$ cat src/sv/kbmt_pkg.sv
// package for the key binding mask table: sizes, codes, default bindings
// no dependencies
package kbmt_pkg;

    localparam int TABLE_ENTRIES = 32;
    localparam int IDX_W         = $clog2(TABLE_ENTRIES);
    localparam int CNT_W         = $clog2(TABLE_ENTRIES + 1);
    localparam int KEY_W         = 16;
    localparam int MASK_W        = 32;
    localparam int DEFAULT_COUNT = 7;
    localparam int DFLT_W        = $clog2(DEFAULT_COUNT);

    typedef enum logic [1:0] {
        FUNC_BIND    = 2'd0,
        FUNC_PRESS   = 2'd1,
        FUNC_RELEASE = 2'd2,
        FUNC_AND     = 2'd3
    } t_func;

    typedef enum logic [1:0] {
        ST_IDLE,
        ST_SRCH,
        ST_UPD
    } t_state;

    typedef struct packed {
        logic             hit;
        logic [IDX_W-1:0] idx;
    } t_cam_res;

    typedef struct packed {
        logic             we;
        logic [IDX_W-1:0] addr;
        logic [KEY_W-1:0] key;
    } t_cam_wr;

    function automatic logic [KEY_W-1:0] default_key(input logic [DFLT_W-1:0] sel);
        logic [KEY_W-1:0] k;
        case (sel)
            DFLT_W'(0): k = KEY_W'(273);
            DFLT_W'(1): k = KEY_W'(274);
            DFLT_W'(2): k = KEY_W'(276);
            DFLT_W'(3): k = KEY_W'(275);
            DFLT_W'(4): k = KEY_W'(13);
            DFLT_W'(5): k = KEY_W'(27);
            DFLT_W'(6): k = KEY_W'(9);
            default:    k = '0;
        endcase
        return k;
    endfunction

    function automatic logic [MASK_W-1:0] default_bits(input logic [DFLT_W-1:0] sel);
        logic [MASK_W-1:0] b;
        case (sel)
            DFLT_W'(0): b = MASK_W'(32'h01);
            DFLT_W'(1): b = MASK_W'(32'h02);
            DFLT_W'(2): b = MASK_W'(32'h04);
            DFLT_W'(3): b = MASK_W'(32'h08);
            DFLT_W'(4): b = MASK_W'(32'h10);
            DFLT_W'(5): b = MASK_W'(32'h20);
            DFLT_W'(6): b = MASK_W'(32'h40);
            default:    b = '0;
        endcase
        return b;
    endfunction

endpackage

$ cat src/sv/kbmt_ifs.sv
// handshake interfaces for the key binding mask table input and result words
// no dependencies
interface kbmt_in_if;
    logic               valid;
    logic               ready;
    logic [1:0]         func;
    logic signed [15:0] key_code;
    logic [31:0]        bind_bits;
    logic [31:0]        keep_mask;

    modport source (output valid, func, key_code, bind_bits, keep_mask, input ready);
    modport sink   (input valid, func, key_code, bind_bits, keep_mask, output ready);
endinterface

interface kbmt_out_if;
    logic        valid;
    logic        ready;
    logic [31:0] held_mask;
    logic        matched;
    logic        bind_dropped;

    modport source (output valid, held_mask, matched, bind_dropped, input ready);
    modport sink   (input valid, held_mask, matched, bind_dropped, output ready);
endinterface

$ cat src/sv/kbmt_key_cam.sv
// key register file with parallel compare and first-match priority pick
// depends on kbmt_pkg
module kbmt_key_cam (
    input  logic                        i_clk,
    input  logic                        i_rst_n,
    input  kbmt_pkg::t_cam_wr           i_wr,
    input  logic [kbmt_pkg::KEY_W-1:0]  i_key,
    input  logic [kbmt_pkg::CNT_W-1:0]  i_count,
    output kbmt_pkg::t_cam_res          o_res
);

    logic [kbmt_pkg::KEY_W-1:0]         r_keys [kbmt_pkg::TABLE_ENTRIES];
    logic [kbmt_pkg::TABLE_ENTRIES-1:0] hit_vec;
    logic [kbmt_pkg::IDX_W-1:0]         pick;

    always_ff @(posedge i_clk) begin
        if (!i_rst_n) begin
            for (int i = 0; i < kbmt_pkg::DEFAULT_COUNT; i++) begin
                r_keys[i] <= kbmt_pkg::default_key(kbmt_pkg::DFLT_W'(i));
            end
        end else if (i_wr.we) begin
            r_keys[i_wr.addr] <= i_wr.key;
        end
    end

    always_comb begin
        for (int i = 0; i < kbmt_pkg::TABLE_ENTRIES; i++) begin
            hit_vec[i] = (r_keys[i] == i_key) && (kbmt_pkg::CNT_W'(i) < i_count);
        end
    end

    // lowest index wins
    always_comb begin
        pick = '0;
        for (int i = kbmt_pkg::TABLE_ENTRIES - 1; i >= 0; i--) begin
            if (hit_vec[i]) begin
                pick = kbmt_pkg::IDX_W'(i);
            end
        end
    end

    assign o_res.hit = |hit_vec;
    assign o_res.idx = pick;

endmodule

$ cat src/sv/key_binding_mask_table.sv
// key binding mask table: a word is searched, then its mask memory update and result word
// commit once the output register is free; a new word is taken only in idle or at commit
// a finished result may wait in the output register while the next word is searched
// reset (synchronous, active low) restores the seven default bindings, count 7, held mask 0;
// no clearing pass, the block is ready in the first cycle after reset
module key_binding_mask_table (
    input  logic       i_clk,
    input  logic       i_rst_n,
    kbmt_in_if.sink    i_in,
    kbmt_out_if.source o_out
);

    kbmt_pkg::t_state                r_state;
    kbmt_pkg::t_state                n_state;
    kbmt_pkg::t_func                 r_func;
    logic [kbmt_pkg::KEY_W-1:0]      r_key;
    logic [kbmt_pkg::MASK_W-1:0]     r_bind;
    logic [kbmt_pkg::MASK_W-1:0]     r_keep;
    logic [kbmt_pkg::CNT_W-1:0]      r_count;
    logic [kbmt_pkg::CNT_W-1:0]      n_count;
    logic [kbmt_pkg::MASK_W-1:0]     r_held;
    logic [kbmt_pkg::MASK_W-1:0]     n_held;
    logic [kbmt_pkg::DEFAULT_COUNT-1:0] r_dflt_wr;
    logic                            r_hit;
    logic [kbmt_pkg::IDX_W-1:0]      r_idx;
    logic [kbmt_pkg::MASK_W-1:0]     r_bits_mem [kbmt_pkg::TABLE_ENTRIES];
    logic [kbmt_pkg::MASK_W-1:0]     r_mem_q;
    logic                            r_out_valid;
    logic [kbmt_pkg::MASK_W-1:0]     r_out_held;
    logic                            r_out_matched;
    logic                            r_out_dropped;
    logic                            n_matched;
    logic                            n_dropped;

    logic                            out_free;
    logic                            in_ready;
    logic                            in_take;
    logic                            commit;
    logic                            dflt_sel;
    logic [kbmt_pkg::MASK_W-1:0]     rd_bits;
    logic                            upd_mem_we;
    logic                            upd_key_we;
    logic                            mem_we;
    logic [kbmt_pkg::IDX_W-1:0]      mem_wa;
    kbmt_pkg::t_cam_wr               cam_wr;
    kbmt_pkg::t_cam_res              cam_res;

    kbmt_key_cam u_key_cam (
        .i_clk   (i_clk),
        .i_rst_n (i_rst_n),
        .i_wr    (cam_wr),
        .i_key   (r_key),
        .i_count (r_count),
        .o_res   (cam_res)
    );

    assign out_free = !r_out_valid || o_out.ready;
    assign commit   = (r_state == kbmt_pkg::ST_UPD) && out_free;
    assign in_take  = i_in.valid && in_ready && i_rst_n;

    // untouched default entries read their reset mask
    assign dflt_sel = (r_idx < kbmt_pkg::IDX_W'(kbmt_pkg::DEFAULT_COUNT))
                      && !r_dflt_wr[r_idx[kbmt_pkg::DFLT_W-1:0]];
    assign rd_bits  = dflt_sel ? kbmt_pkg::default_bits(r_idx[kbmt_pkg::DFLT_W-1:0])
                               : r_mem_q;

    always_comb begin
        n_held     = r_held;
        n_count    = r_count;
        n_matched  = r_hit;
        n_dropped  = 1'b0;
        upd_mem_we = 1'b0;
        upd_key_we = 1'b0;
        mem_wa     = r_idx;
        case (r_func)
            kbmt_pkg::FUNC_BIND: begin
                if (r_hit) begin
                    upd_mem_we = 1'b1;
                end else if (r_count < kbmt_pkg::CNT_W'(kbmt_pkg::TABLE_ENTRIES)) begin
                    upd_mem_we = 1'b1;
                    upd_key_we = 1'b1;
                    mem_wa     = r_count[kbmt_pkg::IDX_W-1:0];
                    n_count    = r_count + kbmt_pkg::CNT_W'(1);
                end else begin
                    n_dropped = 1'b1;
                end
            end
            kbmt_pkg::FUNC_PRESS: begin
                if (r_hit) begin
                    n_held = r_held | rd_bits;
                end
            end
            kbmt_pkg::FUNC_RELEASE: begin
                if (r_hit) begin
                    n_held = r_held & ~rd_bits;
                end
            end
            kbmt_pkg::FUNC_AND: begin
                n_held    = r_held & r_keep;
                n_matched = 1'b0;
            end
            default: begin
                n_held = r_held;
            end
        endcase
    end

    assign mem_we      = commit && upd_mem_we;
    assign cam_wr.we   = commit && upd_key_we;
    assign cam_wr.addr = mem_wa;
    assign cam_wr.key  = r_key;

    always_comb begin
        n_state  = r_state;
        in_ready = 1'b0;
        case (r_state)
            kbmt_pkg::ST_IDLE: begin
                in_ready = 1'b1;
                if (i_in.valid) begin
                    n_state = kbmt_pkg::ST_SRCH;
                end
            end
            kbmt_pkg::ST_SRCH: begin
                n_state = kbmt_pkg::ST_UPD;
            end
            kbmt_pkg::ST_UPD: begin
                in_ready = out_free;
                if (out_free) begin
                    n_state = i_in.valid ? kbmt_pkg::ST_SRCH : kbmt_pkg::ST_IDLE;
                end
            end
            default: begin
                n_state = kbmt_pkg::ST_IDLE;
            end
        endcase
    end

    always_ff @(posedge i_clk) begin
        if (!i_rst_n) begin
            r_state <= kbmt_pkg::ST_IDLE;
        end else begin
            r_state <= n_state;
        end
    end

    always_ff @(posedge i_clk) begin
        if (!i_rst_n) begin
            r_count     <= kbmt_pkg::CNT_W'(kbmt_pkg::DEFAULT_COUNT);
            r_held      <= '0;
            r_dflt_wr   <= '0;
            r_out_valid <= 1'b0;
        end else begin
            if (commit) begin
                r_count <= n_count;
                r_held  <= n_held;
            end
            if (mem_we && (mem_wa < kbmt_pkg::IDX_W'(kbmt_pkg::DEFAULT_COUNT))) begin
                r_dflt_wr[mem_wa[kbmt_pkg::DFLT_W-1:0]] <= 1'b1;
            end
            if (commit) begin
                r_out_valid <= 1'b1;
            end else if (o_out.ready) begin
                r_out_valid <= 1'b0;
            end
        end
    end

    always_ff @(posedge i_clk) begin
        if (in_take) begin
            r_func <= kbmt_pkg::t_func'(i_in.func);
            r_key  <= i_in.key_code;
            r_bind <= i_in.bind_bits;
            r_keep <= i_in.keep_mask;
        end
        if (r_state == kbmt_pkg::ST_SRCH) begin
            r_hit <= cam_res.hit;
            r_idx <= cam_res.idx;
        end
        if (commit) begin
            r_out_held    <= n_held;
            r_out_matched <= n_matched;
            r_out_dropped <= n_dropped;
        end
    end

    // mask memory
    always_ff @(posedge i_clk) begin
        if (mem_we) begin
            r_bits_mem[mem_wa] <= r_bind;
        end
        if (r_state == kbmt_pkg::ST_SRCH) begin
            r_mem_q <= r_bits_mem[cam_res.idx];
        end
    end

    assign i_in.ready         = in_ready && i_rst_n;
    assign o_out.valid        = r_out_valid;
    assign o_out.held_mask    = r_out_held;
    assign o_out.matched      = r_out_matched;
    assign o_out.bind_dropped = r_out_dropped;

endmodule

$ cat src/flat_wrapper.sv
// flat-port wrapper written by rule: the top's interface ports become plain ports
module key_binding_mask_table_flat 
  (i_clk, i_rst_n, i_in_valid, i_in_func, i_in_key_code, i_in_bind_bits, i_in_keep_mask, i_in_ready, o_out_valid, o_out_held_mask, o_out_matched, o_out_bind_dropped, o_out_ready);
  kbmt_in_if i_in_i ();
  kbmt_out_if o_out_i ();
  input  logic i_clk;
  input  logic i_rst_n;
  input wire logic [$bits(i_in_i.valid)-1:0] i_in_valid;
  input wire logic [$bits(i_in_i.func)-1:0] i_in_func;
  input wire logic [$bits(i_in_i.key_code)-1:0] i_in_key_code;
  input wire logic [$bits(i_in_i.bind_bits)-1:0] i_in_bind_bits;
  input wire logic [$bits(i_in_i.keep_mask)-1:0] i_in_keep_mask;
  output wire logic [$bits(i_in_i.ready)-1:0] i_in_ready;
  output wire logic [$bits(o_out_i.valid)-1:0] o_out_valid;
  output wire logic [$bits(o_out_i.held_mask)-1:0] o_out_held_mask;
  output wire logic [$bits(o_out_i.matched)-1:0] o_out_matched;
  output wire logic [$bits(o_out_i.bind_dropped)-1:0] o_out_bind_dropped;
  input wire logic [$bits(o_out_i.ready)-1:0] o_out_ready;
  assign i_in_i.valid = i_in_valid;
  assign i_in_i.func = i_in_func;
  assign i_in_i.key_code = i_in_key_code;
  assign i_in_i.bind_bits = i_in_bind_bits;
  assign i_in_i.keep_mask = i_in_keep_mask;
  assign i_in_ready = i_in_i.ready;
  assign o_out_valid = o_out_i.valid;
  assign o_out_held_mask = o_out_i.held_mask;
  assign o_out_matched = o_out_i.matched;
  assign o_out_bind_dropped = o_out_i.bind_dropped;
  assign o_out_i.ready = o_out_ready;
  key_binding_mask_table u_core (.i_clk(i_clk), .i_rst_n(i_rst_n), .i_in(i_in_i), .o_out(o_out_i));
endmodule
$ cat config.mk
export PLATFORM = sky130hd
export DESIGN_NAME = key_binding_mask_table_flat
export DESIGN_NICKNAME = d
export VERILOG_FILES = /design/src/sv/kbmt_pkg.sv /design/src/sv/kbmt_ifs.sv /design/src/sv/kbmt_key_cam.sv /design/src/sv/key_binding_mask_table.sv /design/src/flat_wrapper.sv
export SDC_FILE = /design/constraint.sdc
export NUM_CORES = 2
export LEC_CHECK = 0
export ABC_AREA = 0
export ABC_CLOCK_PERIOD_IN_PS = 5050
export BUFFER_PORTS_ARGS = -buffer_cell sky130_fd_sc_hd__buf_4
export CAP_MARGIN = 20
export CORE_ASPECT_RATIO = 0.6
export CORE_MARGIN = 8
export CORE_UTILIZATION = 40
export DETAILED_ROUTE_END_ITERATION = 10
export GPL_ROUTABILITY_DRIVEN = 0
export GPL_TIMING_DRIVEN = 0
export PLACE_DENSITY = 0.63
export SYNTH_ARGS = -nofsm -noshare
export SYNTH_HDL_FRONTEND = slang
export SYNTH_SLANG_ARGS = --single-unit
export TNS_END_PERCENT = 1
$ cat constraint.sdc
create_clock -name i_clk -period 5.05 [get_ports i_clk]
set_clock_uncertainty 0.1 [all_clocks]
set_input_delay 0.2525 -clock i_clk [delete_from_list [all_inputs] [get_ports i_clk]]
set_output_delay 0.2525 -clock i_clk [all_outputs]
set_load 0.05 [all_outputs]
== Word-level counts from Yosys, hierarchy flattened ==
Memory sizes are Yosys's and may differ from the RTL's. A register that Yosys moved wholly into a read port is not among the register bits.
Index checks and enable logic that the tools add are counted.

* Bits in registers: 170
* Output and inout port bits: 36
* Word-level logic and storage cells: 233
* Memories: 2
* Bits in writable memories: 1536

{| class="wikitable"
|+ Memories
! memory !! depth !! width !! read ports !! clocked after Yosys merged registers in !! wr ports !! line !! source
|-
| u_core.r_bits_mem || 32 || 32 || 1 || 1 || 1 || key_binding_mask_table.sv:26 || <nowiki>logic [kbmt_pkg::MASK_W-1:0] r_bits_mem [kbmt_pkg::TABLE_ENTRIES];</nowiki>
|-
| u_core.u_key_cam.r_keys || 32 || 16 || 32 || 0 || 7 || kbmt_key_cam.sv:12 || <nowiki>logic [kbmt_pkg::KEY_W-1:0] r_keys [kbmt_pkg::TABLE_ENTRIES];</nowiki>
|}

* Magnitude comparators: 38
* Bitwise logic cells: 7
* Reductions and logical operators: 53
* Multiplexer cells: 73
* Add/sub/neg operators: 1
* Equal/unequal tests: 45

{| class="wikitable"
|+ Operators by type and width
! kind !! number
|-
| == test 16 bit || 32
|-
| two-way mux 5 bit || 36
|-
| two-way mux 16 bit || 8
|-
| less-than comparator 5 x 6 -> 1 bit, first input constant || 16
|-
| two-way mux 32 bit || 3
|-
| one-hot mux 32 bit (3 select lines) || 1
|-
| AND 32 bit || 2
|-
| one-hot mux 7 bit (7 select lines) || 1
|-
| less-than comparator 4 x 6 -> 1 bit, first input constant || 8
|-
| logical AND 1 bit || 41
|-
| NOT 32 bit || 1
|-
| bitwise OR 32 bit || 1
|-
| OR reduction 32 bit || 1
|-
| less-than comparator 3 x 6 -> 1 bit, first input constant || 4
|-
| two-way mux 1 bit || 18
|-
| OR reduction 16 bit || 1
|-
| less-than comparator 1 x 6 -> 1 bit, first input constant || 2
|-
| less-than comparator 2 x 6 -> 1 bit, first input constant || 2
|-
| less-than comparator 5 x 3 -> 1 bit, second input constant || 2
|-
| == test 3 bit, second input constant || 3
|-
| less-than comparator 3 x 4 -> 1 bit, second input constant || 2
|-
| bitwise OR 7 bit || 1
|-
| adder 6 x 1 -> 6 bit, second input constant || 1
|-
| == test 2 bit, second input constant || 3
|-
| other kinds (21) || 27
|}

== Logic depth before layout (Yosys ltp) ==
An unclocked memory read counts as a cell.

* Depth in word-level cells: 35
* Gate-level depth with buffers: 19
* Depth with buffers taken out: 14

== Cells and area by module ==
A second synthesis with hierarchy kept.

* Cells, all modules: 3671
* Area, all modules: 70262.4 sq um

{| class="wikitable"
|+ Modules (own cells, without submodules)
! module !! area an instance (sq um) !! instances !! cells each
|-
| key_binding_mask_table || 47211.5 || 1 || 2107
|-
| kbmt_key_cam || 23050.9 || 1 || 1564
|}

== Worst setup path after synthesis ==
No wires, ideal clock.

* Kind: reg-to-reg
* Start: reg u_core.r_key[9] in the netlist's numbering
* End: reg u_core.r_mem_q[0] in the netlist's numbering (read register of u_core.r_bits_mem) (data pin)
* Required time: 4.695 ns
* Clock period less this slack: 4.436 ns
* Cell stages (with the launch flop): 16
* Arrival time: 4.081 ns
* Path slack: 0.614 ns
* Cell sequence: edfxtp_1 -> buf_2 -> xor2_1 -> nor4_2 -> nand4_1 -> or3_1 -> a31o_1 -> or4_1 -> o211ai_1 -> buf_4 -> buf_6 -> buf_6 -> mux2_4 -> a221oi_2 -> o221ai_1 -> and2_1

* Cells in the longest elaborated chain, start to end: 34

{| class="wikitable"
|+ Ends and longest elaborated chain
! what !! line !! source
|-
| start: declaration || key_binding_mask_table.sv:16 || <nowiki>logic [kbmt_pkg::KEY_W-1:0] r_key;</nowiki>
|-
| start signal: assignment || key_binding_mask_table.sv:171 || <nowiki>r_key <= i_in.key_code;</nowiki>
|-
| == test 16 bit || kbmt_key_cam.sv:28 || <nowiki>hit_vec[i] = (r_keys[i] == i_key) && (kbmt_pkg::CNT_W'(i) < i_count);</nowiki>
|-
| logical AND 1 bit || kbmt_key_cam.sv:28 ||
|-
| two-way mux 5 bit (31 in series) || kbmt_key_cam.sv:36 || <nowiki>if (hit_vec[i]) begin</nowiki>
|-
| two-way mux 5 bit (*) || kbmt_key_cam.sv:36 ||
|-
| end: declaration || key_binding_mask_table.sv:27 || <nowiki>logic [kbmt_pkg::MASK_W-1:0] r_mem_q;</nowiki>
|}

Every way passes the cells marked *; elsewhere a longest branch is shown, timed or not.
A chain may end at the register's enable or synchronous reset.

== Final worst setup path ==
* Start: reg u_core.r_key[14] in the netlist's numbering
* End: reg u_core.r_mem_q[13] in the netlist's numbering (read register of u_core.r_bits_mem) (data pin)

Same word-level chain as after synthesis.

==> summary.md <==
| Metric | Value |
|---|---|
| Drt wl/cell | approximately 30 um |
| Commonest cells after routing, fill and taps aside | edfxtp_1, mux2i_1, xor2_1 |
| TritonCTS Sinks | about 1,700 |
| Place WS | -2.52 ns |
| Clock Path Buffers | 4 |
| Largest family of logic cells by synthesized area | multiplexers |
| Critical Path Fanout Max | 16 |
| Width of the die | 571 um |
| CTS HTree Levels | 4 |
| Share of cells above drive strength 1 | between 20% and 30% |
| Pleak | 32.2 nW |
| Mapped Cells | roughly 4,700 |
| Clk pin slew, worst setup/hold paths | about 0.07 ns |
| Max Slew Vio Count | 0 |
| Hold Path Class | in2reg |
| Ports | approximately 120 |
| Vias in the first global route | around 43,000 |
| Post-layout nets | 5,389 |
| RSZ-0062 raised after global routing | yes |
| Post-Synth XOR/XNOR Area | approximately 6.1% |
| # setup viols final | 32 |
| Port bufs | about 120 |
| Iter 0 DRT Violations | a little over 7,000 |
| DRT antenna net count | 0 |
| CP Launch Type | register |
| Power density over the cells | between 300 and 400 nW/um^2 |
| Final WS setup | -0.239 ns |
| GRT Total Usage | between 20% and 30% |
| Worst endpoint data arrival time | 5.85 ns |
| Leading cell type in the layout, fill and taps excluded | edfxtp_1 |
| Layout area overhead | 21.8% |
| Area share of and/or/nand/nor cells after synthesis | under 10% |
| Pin count of the biggest net entering global routing | between 40 and 50 |
| Mux cell area share after synthesis | approximately 9% |
| Max Cap Viol | 0 |
| Register area share after synthesis | 70.0% |
| Initial Util | 40.2% |
| Final Hold Viols | 0 |
| Initial DRT Pass Iterations | 7 |
| Post-Syn Nets | roughly 4,800 |
| Yosys reg bits | about 1,700 |
| Detailed Place HPWL | about 160,000 um |
| PnR Total Power | 0.0296 W |
| Crit. End Element | register |
| Compound-Gate Fraction of Synth Area | ~5.4% |
| CTS tree | done |
| Die outline height | 349 um |
| Ys flop type | edfxtp_1 |
| Status | finished with violations |
| EDFF count, synth | 1,690 |
| Synth Cell Area | 73,900 sq um |
| CP Data Required Time | roughly 5.6 ns |
| CTS root buffer | clkbuf_16 |
| Min Tclk post-route | approximately 5.3 ns |
| Vias per inst | approximately 5.8 |
| Core area | roughly 180,000 sq um |
| Post-layout util | between 40 and 50% |
| Max VDD drop | 238 uV |
| Initial antenna violation count | 15 |
| Highest Clock Rate | about 190 MHz |
| Num CTS Buffers | ~170 |
| Final Cell Area | ~90,000 sq um |
| Period utilization | 105% |
| Die area | 199,000 sq um |
| # fillers | about 15,000 |
| Post-synth cell types | 88 |
| Slew @ Worst Pin | between 1 and 1.5 ns |
| CP Class | reg2reg |
| Post-Syn Area per Cell | 15.7 sq um |
| Clk_lat worst skew | between 0.8 and 0.9 ns |
| Rows | roughly 120 |
| Post-Route WL | 238,000 um |
| Remaining DRCs | 0 |
| Post-Synth Adder-Cell Area | less than 1% |
| Ys async rst share | 0% |
| First-pass GRT wire length | between 300,000 and 400,000 um |
| Aggregate global routing overflow | 0 |
| Vias post-DR | ~46,000 |
| Failing checks | setup timing |
| Slew headroom | 16.7% |
| Final cell count without fillers | 7,901 |
| Placed cell area | 80,200 sq um |
| Synth warn | 0 |
| Cell count after placement | about 7,400 |
path summary, 6_finish.rpt:
kind | startpoint | end | slack [ns] | cells past startpoint
setup reg to reg | u_core.r_key[14]$_DFFE_PP_ | u_core.r_mem_q[13]$_DFFE_PN_ | -0.24 | 17
setup / recovery | u_core.r_key[14]$_DFFE_PP_ | u_core.r_mem_q[13]$_DFFE_PN_ | -0.24 | 17
hold / removal | i_in_keep_mask[1] | u_core.r_keep[1]$_DFFE_PP_ | 0.05 | 2
hold reg to reg | u_core.r_dflt_wr[6]$_SDFFE_PN0P_ | u_core.r_dflt_wr[6]$_SDFFE_PN0P_ | 0.37 | 1
cell families (layout without fill, tap and decap cells):
group                      Yosys count  in the layout
muxes                              640            640
other                                0              3
xor gates and xnor gates           517            517
AOI/OAI and AO/OA                  523            523
and+or+nand+nor                    991            991
DFF                               1738           1738
buffers and inverters              282           1006
adders and majority gates            3              3
layer usage:
| metal | track usage (%) | part of all wire, % |
|---|---|---|
| met5 | 0 | 0.028 |
| met1 | 37.4 | 46 |
| met4 | 5.55 | 2.5 |
| met2 | 28.2 | 37 |
| met3 | 7.56 | 15 |
state kept, by name, summed over array words and instances (netlist names), 2 cells and up:
register and cells:
u_core.r_bind 32, u_core.r_func 2, u_core.r_key 16, u_core.r_idx 5, u_core.r_held 32, u_core.r_state 2
u_core.o_out.held_mask 32, u_core.r_count 6, u_core.r_bits_mem 1024, u_core.r_keep 32, u_core.r_mem_q 32, u_core.u_key_cam.r_keys 512
u_core.r_dflt_wr 7
where the power goes:
part / switching (W) / internal, W / leakage, nW
Clock: 0.00548 / 0.00712 / 2.59
Sequential: 0.000108 / 0.0158 / 15.7
Combinational: 0.000674 / 0.000410 / 13.9
Total: 0.00626 / 0.0234 / 32.2
repair_timing:
action,in CTS,in global routing
pin swaps,43,34
hold buffers,86,0
endpoints found under the hold margin,88,0
setup buffers,79,38
cloned,3,5
setup endpoints to repair,133,239
gates resized for setup,530,117
stage by stage:
stage | setup TNS [ns] | hold WS [ns]
floorplan | 0 | 0.251
global placement | -2229.94 | 0.332
detailed placement | -77.52 | 0.332
CTS | -3.44 | 0.0194
global route | -5.79 | 0.0394
finish | -4.92 | 0.0489
cell usage after synthesis (37+ instances only):
cell / count / share of area, %
a21oi_1: 50 / 0.34
buf_2: 53 / 0.36
dfxtp_1: 48 / 1.3
o221ai_1: 63 / 0.75
nand3_1: 55 / 0.37
clkbuf_1: 115 / 0.58
edfxtp_1: 1690 / 69
nor2_1: 121 / 0.61
nor3_1: 52 / 0.35
nor4_1: 108 / 0.91
and2_1: 138 / 1.2
nand2_1: 242 / 1.2
buf_4: 48 / 0.49
mux2_2: 127 / 1.9
or3_1: 37 / 0.31
o21ai_0: 119 / 0.81
xnor2_1: 218 / 2.6
xor2_1: 299 / 3.5
mux2i_1: 479 / 6.5
nand4_1: 86 / 0.73
worst max-delay path: stages, from the launching register on:
cell      delay [ns]
edfxtp_1        0.43
buf_16          0.19
buf_16          0.19
buf_12          0.20
buf_12          0.19
buf_6           0.22
xor2_1          0.25
nand4b_1        0.15
nor3_1          0.06
nand3_1         0.40
nand4_1         0.25
a311o_1         0.42
a32oi_1         0.46
o211a_1         0.54
clkbuf_2        0.47
a221oi_2        0.13
o221ai_1        0.13
and2_4          0.26
area by class of cell:
| class | instances | area, sq um | area share [%] |
|---|---|---|---|
| antenna | 3 | 7.51 | 0.00834 |
| inverter | 20 | 75.1 | 0.0834 |
| buffer | 251 | 2590 | 2.87 |
| clock buffer | 200 | 4400 | 4.89 |
| sequential | 1738 | 51700 | 57.5 |
| clock inverter | 88 | 890 | 0.989 |
| tap | 2480 | 3100 | 3.45 |
| timing repair buffer | 447 | 5270 | 5.85 |
| multi-input combinational | 2674 | 21900 | 24.4 |
Power figures use the tool's default switching activity.
